$ cat config.mk
export PLATFORM = sky130hd
export DESIGN_NAME = pida_cell
export DESIGN_NICKNAME = d
export VERILOG_FILES = /design/src/hw/rtl/positional_insert_delete_array_defines.svh /design/src/hw/rtl/pida_pkg.sv /design/src/hw/rtl/pida_cell.sv
export SDC_FILE = /design/constraint.sdc
export NUM_CORES = 1
export LEC_CHECK = 0
export BUFFER_PORTS_ARGS = -buffer_cell sky130_fd_sc_hd__buf_2
export CAP_MARGIN = 40
export CORE_MARGIN = 2
export CORE_UTILIZATION = 43
export CTS_CLUSTER_SIZE = 14
export DETAILED_ROUTE_END_ITERATION = 10
export PLACE_DENSITY = 0.93
export SETUP_SLACK_MARGIN = 0.5
export SLEW_MARGIN = 10
export SYNTH_ARGS = -nofsm -noshare
export SYNTH_HDL_FRONTEND = slang
export SYNTH_SLANG_ARGS = --single-unit
$ cat constraint.sdc
create_clock -name clk -period 5.4 [get_ports clk]
set_clock_uncertainty 0.15 [all_clocks]
set_input_delay 1.62 -clock clk [delete_from_list [all_inputs] [get_ports clk]]
set_output_delay 1.62 -clock clk [all_outputs]
set_load 0.02 [all_outputs]
$ cat src/hw/rtl/positional_insert_delete_array_defines.svh
// Assertion macros for the positional insert/delete array.
`ifndef POSITIONAL_INSERT_DELETE_ARRAY_DEFINES_SVH
`define POSITIONAL_INSERT_DELETE_ARRAY_DEFINES_SVH

// condition holds at every clock edge out of reset
`define PIDA_CLK_ASSERT(lbl, cond, msg) \
  lbl: assert property (@(posedge clk) disable iff (!rst_n) (cond)) else $error(msg);

// consequent holds in the same cycle as the antecedent
`define PIDA_SAME_ASSERT(lbl, ante, cons, msg) \
  lbl: assert property (@(posedge clk) disable iff (!rst_n) (ante) |-> (cons)) else $error(msg);

// consequent holds in the cycle after the antecedent
`define PIDA_NEXT_ASSERT(lbl, ante, cons, msg) \
  lbl: assert property (@(posedge clk) disable iff (!rst_n) (ante) |=> (cons)) else $error(msg);

`endif

$ cat src/hw/rtl/pida_pkg.sv
// Shared types and constants of the positional insert/delete array.
package pida_pkg;

  localparam int unsigned WORD_W     = 32;
  localparam int unsigned ACT_W      = 3;
  localparam int unsigned IDX_W      = 7;
  localparam int unsigned CNT_W      = 7;
  localparam int unsigned SIZE_W     = 7;
  localparam int unsigned STAT_W     = 2;
  localparam int unsigned IN_DATA_W  = 56;
  localparam int unsigned OUT_DATA_W = 48;

  localparam logic [ACT_W-1:0] ACT_READ   = 3'd0;
  localparam logic [ACT_W-1:0] ACT_APPEND = 3'd1;
  localparam logic [ACT_W-1:0] ACT_POP    = 3'd2;
  localparam logic [ACT_W-1:0] ACT_REMOVE = 3'd3;
  localparam logic [ACT_W-1:0] ACT_INSERT = 3'd4;
  localparam logic [ACT_W-1:0] ACT_ERASE  = 3'd5;

  localparam logic [STAT_W-1:0] STAT_OK    = 2'd0;
  localparam logic [STAT_W-1:0] STAT_RANGE = 2'd1;
  localparam logic [STAT_W-1:0] STAT_EMPTY = 2'd2;
  localparam logic [STAT_W-1:0] STAT_FULL  = 2'd3;

  typedef enum logic [1:0] {
    CELL_HOLD,
    CELL_UP,
    CELL_DOWN
  } cell_op_t;

  typedef struct packed {
    cell_op_t            op;
    logic                load;
    logic [WORD_W-1:0]   value;
  } cell_ctl_t;

  typedef struct packed {
    logic [WORD_W-1:0]   read_value;
    logic [SIZE_W-1:0]   size;
    logic [STAT_W-1:0]   status;
  } result_t;

endpackage

$ cat src/hw/rtl/pida_cell.sv
// One storage cell of the shift chain: hold, take a neighbor, or load a value.
module pida_cell #(
  parameter int unsigned AW  = 6,
  parameter int unsigned IDX = 0
) (
  input  logic                          clk,
  input  pida_pkg::cell_ctl_t           ctl,
  input  logic [AW-1:0]                 pos,
  input  logic [pida_pkg::WORD_W-1:0]   prev_d,
  input  logic [pida_pkg::WORD_W-1:0]   next_d,
  output logic [pida_pkg::WORD_W-1:0]   data_q
);
  import pida_pkg::*;

  localparam logic [AW-1:0] MY_IDX = AW'(IDX);

  logic [WORD_W-1:0] data_r;
  logic [WORD_W-1:0] data_nxt;
  logic              at_ge;
  logic              at_eq;

  assign at_ge = (MY_IDX >= pos);
  assign at_eq = (MY_IDX == pos);

  always_comb begin
    data_nxt = data_r;
    case (ctl.op)
      CELL_UP: begin
        if (at_eq && ctl.load) begin
          data_nxt = ctl.value;
        end else if (at_ge) begin
          data_nxt = prev_d;
        end
      end
      CELL_DOWN: begin
        if (at_ge) begin
          data_nxt = next_d;
        end
      end
      default: data_nxt = data_r;
    endcase
  end

  always_ff @(posedge clk) begin
    data_r <= data_nxt;
  end

  assign data_q = data_r;

endmodule

==> flow_metrics.tcl <==
set metrics [dict create \
    status "completed" \
    place_area_um2 2530 \
    antenna_cells 0 \
    criticalPathCategory "input port to flip-flop" \
    start_kind "input port" \
    drc 0 \
    synth_area_um2 1830 \
    synth-seq-cells 32 \
    clk_pin_slew_worst_paths_ns 0.06 \
    grt_pass1_vias 2009 \
    worstHoldPathType "input port to flip-flop" \
    synth_cells 190 \
    period_minus_slack_ns 3.70 \
    vdd_drop_max_uv 124 \
    hold_buffers 0 \
    drt_pass1_iterations 4 \
    cts_buffer_depth 2 \
    layout_commonest_cell "buf_2" \
    place_ws_ns 1.41 \
    largest_reg_flops 32 \
    relSlewSlack_pct 43.0 \
    avgSynthCellArea_um2 9.65 \
    syn-num-nets 296 \
    grt_pass1_wl_um 9040 \
    wire_per_inst_um 15.9 \
    maxSlewViolCount 0 \
    setup_viol 0 \
    port_buffers 137 \
    die_area_um2 4800 \
    fin_area_um2 2610 \
    arrival_ns 3.52 \
    routed_wl_um 5830 \
    cts_sinks 32 \
    fin_ws_ns 1.70 \
    num_vias 2100 \
    detail_route.iter0.violations 215 \
    fin_crit_sh_pct 68.5 \
    grt_max_degree 34 \
    timing.setup.tns_ns 0 \
    hold_viol 0 \
    num_rows 23 \
    start_util_pct 45.2 \
    die_h_um 69.3 \
    antenna_found_initial 0 \
    end_kind "flip-flop" \
    ctsResizeCount 0 \
    dp_hpwl_um 4220 \
    power_density_nw_per_um2 209 \
    fmax_mhz 270 \
    grt_overflow 0 \
    die_x_um 69.3 \
    synth_top_area_share_pct 52.4 \
    rsz0062_at_grt "false" \
    worst_pin_slew_ns 0.855 \
    grt.total_usage_pct 23.2 \
    yosysTopAreaCell "edfxtp_1" \
    ys_seq_area_share_pct 52.4 \
    syn2layout_area_growth_pct 42.2 \
    yosysWarnings 0 \
    drv_cap 0 \
    gp_congestion 0.903 \
    postRouteAntennaNets 0 \
    layout.nets 422 \
    cts_root_buffer "clkbuf_8" \
    drive_gt1_share_pct 47.6 \
    mostFrequentLayoutCells "137 x buf_2, 32 x nand4_1, 32 x nor2_1, 32 x a31oi_1, 32 x edfxtp_1" \
    synth_cell_types 17 \
    cts_buffers 5 \
    leakage_nw 1.08 \
    critical_path_peak_fanout 33 \
    synthTopCellsByArea "edfxtp_1 52%, a31oi_1 11%, nand4_1 11%" \
    cts_tree "yes" \
    htreeDepth 2 \
    top_level_ports 138 \
    viasPerCell 5.72 \
    core_area_um2 4060 \
    post-cts-setup-buffers 0 \
    required_ns 5.22 \
]
[critical path: stages]
cell and delay, ns:
buf_2 0.12, nor4_4 0.25, buf_4 0.37, and3_1 0.79, buf_4 0.36
[where the power goes]
group	total (W)	internal, W	switching, W
sequential	0.000278	0.000278	0.000000475
combinational	0.0000956	0.0000457	0.0000499
clock	0.000172	0.0000896	0.0000823
[final timing paths]
| kind | cells after the start | startpoint | endpoint | slack, ns |
|---|---|---|---|---|
| setup / recovery | 5 | pos[3] | data_q[31] | 1.70 |
| hold / removal | 3 | next_d[21] | data_q[21] | 1.54 |
[routing by layer]
layer	GRT usage (%)	vias to the layer above	routed length, µm
met1	25.2	946	2160
li1	-	1002	-
met5	0	-	0
met3	5.67	14	479
met4	12.2	0	148
met2	41.3	138	3050
[cells by family after synthesis]
logic type | synth area share [%]
and+or+nand+nor | 20.6
AOI/OAI and AO/OA | 19.7
DFF | 52.4
buffers and inverters | 6.83
xor gates and xnor gates | 0.478
[Yosys cell counts]
| cell | count |
|---|---|
| buf_1 | 1 |
| buf_6 | 3 |
| nand2b_1 | 1 |
| xor2_1 | 1 |
| a31oi_1 | 32 |
| clkbuf_4 | 3 |
| o21ai_1 | 30 |
| edfxtp_1 | 32 |
| and3_1 | 1 |
| or3b_1 | 1 |
| nor4_4 | 1 |
| or4_4 | 1 |
| nor2_1 | 33 |
| o21ai_0 | 2 |
| clkbuf_1 | 12 |
| nand4_1 | 32 |
| buf_2 | 4 |
[stage by stage]
step                util, %  hold WS [ns]  cells  total power, W
CTS                    64.2          1.54    367        0.000548
floorplan                 -          1.72    190        0.000328
finish                 64.2          1.54    367        0.000546
global placement       61.2          1.82    357        0.000372
detailed placement     62.3          1.82    359        0.000378
global route           64.2          1.55    367        0.000570
[cell type report]
type,instances,area [µm²]
fillers,348,1450
clock buffers,7,76.3
clock inverters,1,3.75
well taps,50,62.6
flip-flops and latches,32,961
multi-input cells,135,752
repair buffers,142,751
Note: power is estimated with default switching activity, not from simulation.
